### src/design/blt_pkg.sv
`timescale 1ns / 1ps
// ----------------------------------------------------------------------------
// blt_pkg
// Shared types and constants for the bus load LED timer bank.
// ----------------------------------------------------------------------------
package blt_pkg;

  localparam int NumBuses  = 4;
  localparam int TimeBits  = 16;
  localparam int CountBits = 16;
  localparam int LedBits   = 4;

  localparam logic [7:0] WindowReset = 8'd10;
  localparam logic [3:0] ShiftReset  = 4'd4;

  localparam logic [1:0] CmdTick     = 2'd0;
  localparam logic [1:0] CmdPacket   = 2'd1;
  localparam logic [1:0] CmdSetRed   = 2'd2;
  localparam logic [1:0] CmdSetGreen = 2'd3;

  localparam logic RegWindow = 1'b0;
  localparam logic RegShift  = 1'b1;

  typedef struct packed {
    logic [1:0]  cmd;
    logic [1:0]  bus;
    logic [15:0] duration;
  } in_item_t;

  typedef struct packed {
    logic [3:0] red_leds;
    logic [3:0] green_leds;
  } out_item_t;

  typedef struct packed {
    logic [7:0] window_ticks;
    logic [3:0] load_shift;
  } cfg_t;

endpackage

### src/design/blt_cfg.sv
`timescale 1ns / 1ps
// ----------------------------------------------------------------------------
// blt_cfg
// Register file for window length and load shift, written over APB.
// ----------------------------------------------------------------------------
module blt_cfg import blt_pkg::*; (
  input  logic        clk_i,
  input  logic        rst_ni,
  input  logic        psel,
  input  logic        penable,
  input  logic        pwrite,
  input  logic [2:0]  paddr,
  input  logic [31:0] pwdata,
  output logic [31:0] prdata,
  output logic        pready,
  output cfg_t        cfg_o
);

  logic [7:0] window_q;
  logic [3:0] shift_q;
  logic       wr_en;

  assign pready = 1'b1;
  assign wr_en  = psel && penable && pwrite;

  always_ff @(posedge clk_i or negedge rst_ni) begin
    if (!rst_ni) begin
      window_q <= WindowReset;
      shift_q  <= ShiftReset;
    end else if (wr_en) begin
      unique case (paddr[2])
        RegWindow: window_q <= pwdata[7:0];
        RegShift:  shift_q  <= pwdata[3:0];
        default:   ;
      endcase
    end
  end

  always_comb begin
    unique case (paddr[2])
      RegWindow: prdata = {24'd0, window_q};
      RegShift:  prdata = {28'd0, shift_q};
      default:   prdata = 32'd0;
    endcase
  end

  assign cfg_o.window_ticks = window_q;
  assign cfg_o.load_shift   = shift_q;

endmodule

### src/design/blt_core.sv
`timescale 1ns / 1ps
// ----------------------------------------------------------------------------
// blt_core
// Timer, packet counter and window state with the per-item update logic.
// ----------------------------------------------------------------------------
module blt_core import blt_pkg::*; (
  input  logic      clk_i,
  input  logic      rst_ni,
  input  logic      step_i,
  input  in_item_t  item_i,
  input  cfg_t      cfg_i,
  output out_item_t result_o
);

  logic [TimeBits-1:0]  red_q   [NumBuses];
  logic [TimeBits-1:0]  red_d   [NumBuses];
  logic [TimeBits-1:0]  green_q [NumBuses];
  logic [TimeBits-1:0]  green_d [NumBuses];
  logic [CountBits-1:0] pkt_q   [NumBuses];
  logic [CountBits-1:0] pkt_d   [NumBuses];
  logic [7:0]           win_q;
  logic [7:0]           win_d;
  logic [8:0]           win_next;
  logic                 is_tick;
  logic                 close_win;
  logic                 bus_ok;
  logic [NumBuses-1:0]  red_lit;
  logic [NumBuses-1:0]  green_lit;

  assign is_tick   = step_i && (item_i.cmd == CmdTick);
  assign win_next  = {1'b0, win_q} + 9'd1;
  assign close_win = is_tick && (win_next >= {1'b0, cfg_i.window_ticks});
  assign bus_ok    = (32'(item_i.bus) < NumBuses);

  always_comb begin
    win_d = win_q;
    if (is_tick) begin
      win_d = close_win ? 8'd0 : win_next[7:0];
    end
    for (int b = 0; b < NumBuses; b++) begin
      red_lit[b]   = (red_q[b] != '0);
      green_lit[b] = (green_q[b] != '0);
      red_d[b]     = red_q[b];
      green_d[b]   = green_q[b];
      pkt_d[b]     = pkt_q[b];
      if (is_tick) begin
        if (red_lit[b]) begin
          red_d[b] = red_q[b] - TimeBits'(1);
        end
        if (green_lit[b]) begin
          green_d[b] = green_q[b] - TimeBits'(1);
        end
        if (close_win) begin
          if (pkt_q[b] != '0) begin
            green_d[b] = TimeBits'(pkt_q[b] >> cfg_i.load_shift);
          end
          pkt_d[b] = '0;
        end
      end else if (step_i && bus_ok && (32'(item_i.bus) == b)) begin
        case (item_i.cmd)
          CmdPacket: begin
            if (pkt_q[b] != '1) begin
              pkt_d[b] = pkt_q[b] + CountBits'(1);
            end
          end
          CmdSetRed:   red_d[b]   = TimeBits'(item_i.duration);
          CmdSetGreen: green_d[b] = TimeBits'(item_i.duration);
          default:     ;
        endcase
      end
    end
  end

  always_ff @(posedge clk_i or negedge rst_ni) begin
    if (!rst_ni) begin
      win_q <= '0;
      for (int b = 0; b < NumBuses; b++) begin
        red_q[b]   <= '0;
        green_q[b] <= '0;
        pkt_q[b]   <= '0;
      end
    end else begin
      win_q <= win_d;
      for (int b = 0; b < NumBuses; b++) begin
        red_q[b]   <= red_d[b];
        green_q[b] <= green_d[b];
        pkt_q[b]   <= pkt_d[b];
      end
    end
  end

  assign result_o.red_leds   = LedBits'(red_lit);
  assign result_o.green_leds = LedBits'(green_lit);

  a_close_clears_window: assert property (
    @(posedge clk_i) disable iff (!rst_ni) close_win |=> (win_q == 8'd0))
    else $error("window count not cleared at window close");

  a_non_tick_keeps_window: assert property (
    @(posedge clk_i) disable iff (!rst_ni) !is_tick |=> $stable(win_q))
    else $error("window count moved without a tick");

  a_close_clears_counters: assert property (
    @(posedge clk_i) disable iff (!rst_ni) close_win |=> (pkt_q[0] == '0))
    else $error("packet counter not cleared at window close");

endmodule

### src/design/bus_load_led_timer_bank_unit.sv
`timescale 1ns / 1ps
// ----------------------------------------------------------------------------
// bus_load_led_timer_bank_unit
// Per-bus red and green LED countdown timers with bus load measurement.
// ----------------------------------------------------------------------------
// Output: a tick item's LED masks pass from the input register to the result
//   register, which is loaded only while the output is free.
// Throughput: one item per cycle while no tick waits on a stalled output; all
//   state updates in one pass from the input register.
// Reset: clears all timers, packet counters and the window count; registers
//   return to window_ticks 10 and load_shift 4.
module bus_load_led_timer_bank_unit import blt_pkg::*; (
  input  logic        clk_i,
  input  logic        rst_ni,
  input  logic        in_valid_i,
  output logic        in_stall_o,
  input  in_item_t    in_item_i,
  output logic        out_valid_o,
  input  logic        out_stall_i,
  output out_item_t   out_item_o,
  input  logic        psel,
  input  logic        penable,
  input  logic        pwrite,
  input  logic [2:0]  paddr,
  input  logic [31:0] pwdata,
  output logic [31:0] prdata,
  output logic        pready
);

  cfg_t      cfg;
  in_item_t  in_q;
  logic      in_valid_q;
  logic      in_valid_d;
  out_item_t out_q;
  out_item_t result;
  logic      out_valid_q;
  logic      out_valid_d;
  logic      out_free;
  logic      step;
  logic      step_tick;
  logic      in_take;

  assign out_free   = !out_valid_q || !out_stall_i;
  assign step       = in_valid_q && ((in_q.cmd != CmdTick) || out_free);
  assign step_tick  = step && (in_q.cmd == CmdTick);
  assign in_stall_o = in_valid_q && !step;
  assign in_take    = in_valid_i && !in_stall_o;

  always_comb begin
    in_valid_d = in_valid_q;
    if (in_take) begin
      in_valid_d = 1'b1;
    end else if (step) begin
      in_valid_d = 1'b0;
    end
    out_valid_d = out_valid_q;
    if (step_tick) begin
      out_valid_d = 1'b1;
    end else if (out_valid_q && !out_stall_i) begin
      out_valid_d = 1'b0;
    end
  end

  always_ff @(posedge clk_i or negedge rst_ni) begin
    if (!rst_ni) begin
      in_valid_q  <= 1'b0;
      out_valid_q <= 1'b0;
    end else begin
      in_valid_q  <= in_valid_d;
      out_valid_q <= out_valid_d;
    end
  end

  always_ff @(posedge clk_i) begin
    if (in_take) begin
      in_q <= in_item_i;
    end
    if (step_tick) begin
      out_q <= result;
    end
  end

  blt_cfg u_cfg (
    .clk_i   (clk_i),
    .rst_ni  (rst_ni),
    .psel    (psel),
    .penable (penable),
    .pwrite  (pwrite),
    .paddr   (paddr),
    .pwdata  (pwdata),
    .prdata  (prdata),
    .pready  (pready),
    .cfg_o   (cfg)
  );

  blt_core u_core (
    .clk_i    (clk_i),
    .rst_ni   (rst_ni),
    .step_i   (step),
    .item_i   (in_q),
    .cfg_i    (cfg),
    .result_o (result)
  );

  assign out_valid_o = out_valid_q;
  assign out_item_o  = out_q;

  a_tick_gives_result: assert property (
    @(posedge clk_i) disable iff (!rst_ni) step_tick |=> out_valid_q)
    else $error("tick item produced no result");

  a_held_item_stable: assert property (
    @(posedge clk_i) disable iff (!rst_ni)
    (in_valid_q && !step) |=> (in_valid_q && $stable(in_q)))
    else $error("pending item lost while waiting");

  a_tick_never_overwrites: assert property (
    @(posedge clk_i) disable iff (!rst_ni)
    step_tick |-> (!out_valid_q || !out_stall_i))
    else $error("result overwritten while stalled");

endmodule

### config.mk
export PLATFORM = sky130hd
export DESIGN_NAME = bus_load_led_timer_bank_unit
export DESIGN_NICKNAME = d
export VERILOG_FILES = /design/src/design/blt_pkg.sv /design/src/design/blt_cfg.sv /design/src/design/blt_core.sv /design/src/design/bus_load_led_timer_bank_unit.sv
export SDC_FILE = /design/constraint.sdc
export NUM_CORES = 1
export LEC_CHECK = 0
export BUFFER_PORTS_ARGS = -buffer_cell sky130_fd_sc_hd__buf_2
export CORE_ASPECT_RATIO = 1.5
export CORE_MARGIN = 1.5
export CORE_UTILIZATION = 55
export CTS_CLUSTER_SIZE = 20
export DETAILED_ROUTE_END_ITERATION = 16
export PLACE_DENSITY = 0.76
export SYNTH_ARGS = -nofsm -noshare
export SYNTH_HDL_FRONTEND = slang
export SYNTH_SLANG_ARGS = --single-unit
### constraint.sdc
create_clock -name clk_i -period 7.5 [get_ports clk_i]
set_input_delay 0.375 -clock clk_i [delete_from_list [all_inputs] [get_ports clk_i]]
set_output_delay 0.375 -clock clk_i [all_outputs]
set_load 0.005 [all_outputs]
* Yosys cells after proc, flatten, opt, wreduce, memory -nomap -nowiden
Index checks and enable logic that the tools add are counted.
** Storage, ports and cells
- Flip-flop bits (word level) :: 242
- Bits of input ports :: 62
- Output and inout port bits :: 43
- Logic and storage cells :: 173
** Cells by class
- Add/subtract/negate cells :: 13
- $lt $le $gt $ge :: 1
- Equality and inequality tests :: 15
- Shift operators :: 4
- Multiplexer cells :: 57
- Bitwise gates (word level) :: 1
- Reductions and logical operators :: 60
** Operators with widths (count)
- two-way mux 16 bit :: 51
- nonzero test 16 bit :: 12
- subtractor 16 x 1 -> 16 bit, second input constant :: 8
- adder 16 x 1 -> 16 bit, second input constant :: 4
- != test 16 bit, second input constant :: 4
- case mux 32 bit (2 select lines) :: 1
- right shift 16 x 4 -> 16 bit :: 4
- nonzero test 2 bit :: 14
- AND reduction 4 bit :: 4
- logical AND 1 bit :: 12
- AND reduction 2 bit :: 6
- AND reduction 3 bit :: 4
- != test 2 bit, second input constant :: 5
- adder 8 x 1 -> 9 bit, second input constant :: 1
- >= comparator 9 x 8 -> 1 bit :: 1
- equality test 2 bit, second input constant :: 4
- two-way mux 8 bit :: 1
- equality test 2 x 1 -> 1 bit, second input constant :: 2
- zero test 1 bit :: 4
- zero test 2 bit :: 2
- two-way mux 1 bit :: 4
- logical OR 1 bit :: 2
- NOT 1 bit :: 1

* Longest topological paths before layout
- Depth in word-level cells :: 9
- Gate-level depth with buffers :: 13
- Depth with buffers taken out :: 11

* Cells and area by module
Synthesis repeated with hierarchy kept, for this count alone.
** Unflattened totals
- Cell total of the unflattened synthesis :: 2042
- Area, all modules :: 17028.8 um^2
** Modules (own cells, without submodules)
- blt_core :: times used 1, cells an instance 1942, area an instance 15329.7 um^2, seq. area each 5004.8 um^2
- bus_load_led_timer_bank_unit :: times used 1, cells an instance 38, area an instance 943.4 um^2, seq. area each 890.9 um^2
- blt_cfg :: times used 1, cells an instance 62, area an instance 755.7 um^2, seq. area each 304.0 um^2

* Worst setup path before layout
Ideal clock, no wire load.
- Path type :: register to register
- From :: reg u_core.win_q[0]
- To :: reg u_core.pkt_q[23] (netlist name)
- Library setup time :: 0.078 ns
- Arrival time :: 2.961 ns
- Data required time :: 7.422 ns
- Setup slack :: 4.461 ns
- Cell stages (with the launch flop) :: 14
- Buffers on the path :: 2
- Clock period less this slack :: 3.039 ns
- Path through :: dfrtp_1 -> ha_1 -> nand3_1 -> nor2_1 -> xor2_1 -> ha_1 -> and3_1 -> a221oi_1 -> o211ai_1 -> a21oi_1 -> clkbuf_1 -> buf_2 -> o21ai_0 -> a21oi_1
** On the way
- Word-level cells in the longest chain between the ends :: 5
** RTL lines
- start: declaration :: line blt_core.sv:21 : logic [7:0] win_q;
- start signal: assignment :: line blt_core.sv:83 : win_q <= win_d;
- adder 8 x 1 -> 9 bit :: line blt_core.sv:31 : assign win_next = {1'b0, win_q} + 9'd1;
- >= comparator 9 x 8 -> 1 bit :: line blt_core.sv:32 : assign close_win = is_tick && (win_next >= {1'b0, cfg_i.window_ticks});
- logical AND 1 bit :: line blt_core.sv:32
- != test 2 bit (no line)
- AND reduction 4 bit (no line)
- end signal: indexed assignment :: line blt_core.sv:87 : pkt_q[b] <= pkt_d[b];
- end: declaration :: line blt_core.sv:19 : logic [CountBits-1:0] pkt_q [NumBuses];
Every way passes these cells.
A chain may end at the register's enable or synchronous reset.

* Worst setup path in the final report
- From :: reg u_core.win_q[0]
- To :: reg u_core.green_q[60] (netlist name)
** On the way
- Word-level cells in the longest chain between the ends :: 5
** RTL lines
- adder 8 x 1 -> 9 bit :: line blt_core.sv:31
- >= comparator 9 x 8 -> 1 bit :: line blt_core.sv:32
- logical AND 1 bit :: line blt_core.sv:32
- two-way mux 16 bit :: line blt_core.sv:53 : if (close_win) begin
- two-way mux 16 bit :: line blt_core.sv:46 : if (is_tick) begin
- end signal: indexed assignment :: line blt_core.sv:86 : green_q[b] <= green_d[b];
- end: declaration :: line blt_core.sv:17 : logic [TimeBits-1:0] green_q [NumBuses];
Every way passes these cells.

==> metrics.txt <==
row count=79; Syn Inst Count=1,993; Setup TNS=0 ps; register area share after synthesis=36.0%; Starting Density=55.7%; CP Cell Sequence=ha_1, nand3_1, nor2_1, xor2_1, ha_1, and3_1, o2111ai_1, o211ai_1, buf_4, nand3_1, a2111oi_0, o32a_1; Leakage Power=7.41 nW; CTS Sinks=roughly 240; Seq. cell area=roughly 6200 sq um; fin. max-slew vios=0; Overflow after GRT=0; WL met3=approximately 3300 um; CTS tree=yes; fillers=2,643; port bufs=53; RSZ-0062 raised after global routing=false; initial DRC count=~1,400; Die Wd=148 um; Cell Area, Placed=17,500 sq um; multi-input combinational cell area=10,200 sq um; CTS Buffer Depth=3; Max stage delay on crit path=~750 ps; CTS resizes=0; DR vias=about 16,000; slew at the pin with the worst max-slew slack=1160 ps; fin crit period=3960 ps; Max Used Layer=met4; pre-CTS setup slack=3720 ps; H-Tree Depth=1; Post-synth top flop=dfrtp_1; die area=32,400 sq um; Worst slew margin=a little under a quarter; share of flip-flops with an asynchronous set or reset=88.4%; WL/cell=20.7 um; HP Class=in2reg; Antenna Cells=0; Hold Buf Count CTS=9; Layout area overhead=7.45%; M1 WL=roughly 19,000 um; PwrDens=272 nW/um^2; #FFs+latches synth=242; Arr. time, crit path=~4500 ps; startpoint types=register; Total GRT Usage=between 20% and 30%; CP max-delay cell=a2111oi_0; Fin Clk Skew=12.3 ps; most common cell after layout, fill and taps aside=dfrtp_1; number of routed nets with antenna violations=0; max-cap violations=0; Crit Path Max Fanout=33; fmax=252 MHz; crit share post-route=52.8%; Final WS setup=between 3000 and 4000 ps; latest clock arrival within the worst-skew pair=between 500 and 600 ps; most frequent cells in the layout=208 x dfrtp_1, 206 x nand2_1, 177 x nor2_1, 141 x o21ai_0, 93 x a21oi_1; final instance area=18,500 sq um; Buffers & Inverters on Critical Path=1; Distinct cells, synth=81; synth top area cells=dfrtp_1 31%, mux2i_1 5.3%, edfxtp_1 4.9%; global-route wire length before repair=78,100 um; CP Capture Type=register; layout cells sized above 1=roughly a tenth; GPL Wtd Cong=0.946; Crit Path Category=reg2reg; DRT Wirelength=49,300 um; # nets final=2,047; die height=approximately 220 um; vias in the first global route=14,800; synthesis warning total=0; final hold vios=0; mapped cell area=17,200 sq um; top-area cell type share of the netlist area=30.6%; met2 WL post-DR=23,800 um; clk root buf=clkbuf_16; cell family with the largest share of critical-path delay=compound AO/OA/AOI/OAI gates; I/O pin cnt=105; Post-DP HPWL=33,800 um; post-DR vias/cell=between 6 and 7; final setup violation count=0; Remaining DRCs=0; hold slack=10.1 ps; post-synth top area cell=dfrtp_1; largest net degree at the start of global routing=102; outcome=finished clean; peak supply drop=0.149 mV; TritonRoute pass-1 iters=6; Worst Path Required=7990 ps; Syn Area/Cell=8.65 sq um; CTS buffer count=25; clock-pin slew on the worst setup and hold paths=70 ps; number of synthesized flops with an enable pin=28; Setup Buffers After CTS=0; antenna violations before repair=0; core area=30,900 sq um
area by class of cell:
cell class              count  area share, %
clock buffers              31           3.55
clock inverters            14           1.32
inverters                  49           1.01
multi-input cells        1558           55.1
flip-flops and latches    242           33.5
well taps                 405           2.74
repair buffers             81           2.74
power breakdown:
| part | switching [mW] | internal [mW] |
|---|---|---|
| Clock | 0.547 | 0.861 |
| Combinational | 0.835 | 0.700 |
| Sequential | 0.474 | 1.63 |
kinds of logic after synthesis:
group,share of synthesized area (%)
compound gates,18.8
xor+xnor,4.42
fa+ha+maj,2.03
buf+inv,5.43
flops,36.0
mux,11.1
other cells,0.0436
simple gates,22.3
worst register-to-register path: stages, from the launching register on:
cell       delay [ps]
dfrtp_1           440
ha_1              260
nand3_1           190
nor2_1            200
xor2_1             90
ha_1              290
and3_1            190
o2111ai_1         150
o211ai_1          200
buf_4             400
nand3_1           520
a2111oi_0         750
o32a_1            230
routing by layer:
layer	vias to the layer above	track usage, %
li1	7263	-
met1	7702	37.1
met2	731	50.0
met3	140	3.31
met4	0	17.7
met5	-	0
synth_stat cells, types with 11 or more instances:
library cell and number:
a31oi_1 35, a22oi_1 30, o21ai_0 141, mux4_2 31, buf_1 20, o31ai_1 21, nor3b_1 11, o211ai_1 14
or3_1 21, a211oi_1 28, nand3_1 79, nand2_1 206, o22ai_1 26, nor2_1 178, and2_1 28, dfrtp_1 211
or4_1 16, mux2_2 27, nor4_1 43, and4_1 12, buf_4 25, mux2i_1 91, a21oi_1 93, nand4_1 35
and3_1 29, inv_1 49, clkbuf_1 107, xnor2_1 31, ha_1 28, edfxtp_1 28, nand2b_1 15, nor2b_1 12
nor3_1 49, xor2_1 56
per-stage QoR:
step	util [%]	std cells	total power [mW]
after floorplan	-	2016	3.20
after global placement	56.7	2326	3.54
after detailed placement	56.7	2326	3.61
after CTS	59.9	2380	5.02
after global routing	59.9	2380	5.32
final	59.9	2380	5.04
flip-flops by register name, summed over array words and instances, names as in the netlist:
signal          count
in_q               20
out_valid_o         1
u_core.pkt_q       64
u_core.red_q       64
in_valid_q          1
out_item_o          8
u_core.green_q     64
u_core.win_q        8
u_cfg.window_q      8
u_cfg.shift_q       4
worst paths after layout:
path | from | endpoint | slack [ps] | depth (start not counted)
min in group asynchronous | rst_ni | u_core.red_q[53] | 420 | 2
hold reg to reg | u_cfg.window_q[6] | u_cfg.window_q[6] | 500 | 1
hold / removal | in_item_i[14] | in_q[14] | 10 | 1
setup reg to reg | u_core.win_q[0] | u_core.green_q[60] | 3540 | 12
max in group asynchronous | rst_ni | u_core.pkt_q[11] | 5780 | 3
setup / recovery | u_core.win_q[0] | u_core.green_q[60] | 3540 | 12
No activity file was read; power rests on OpenSTA's default activity.
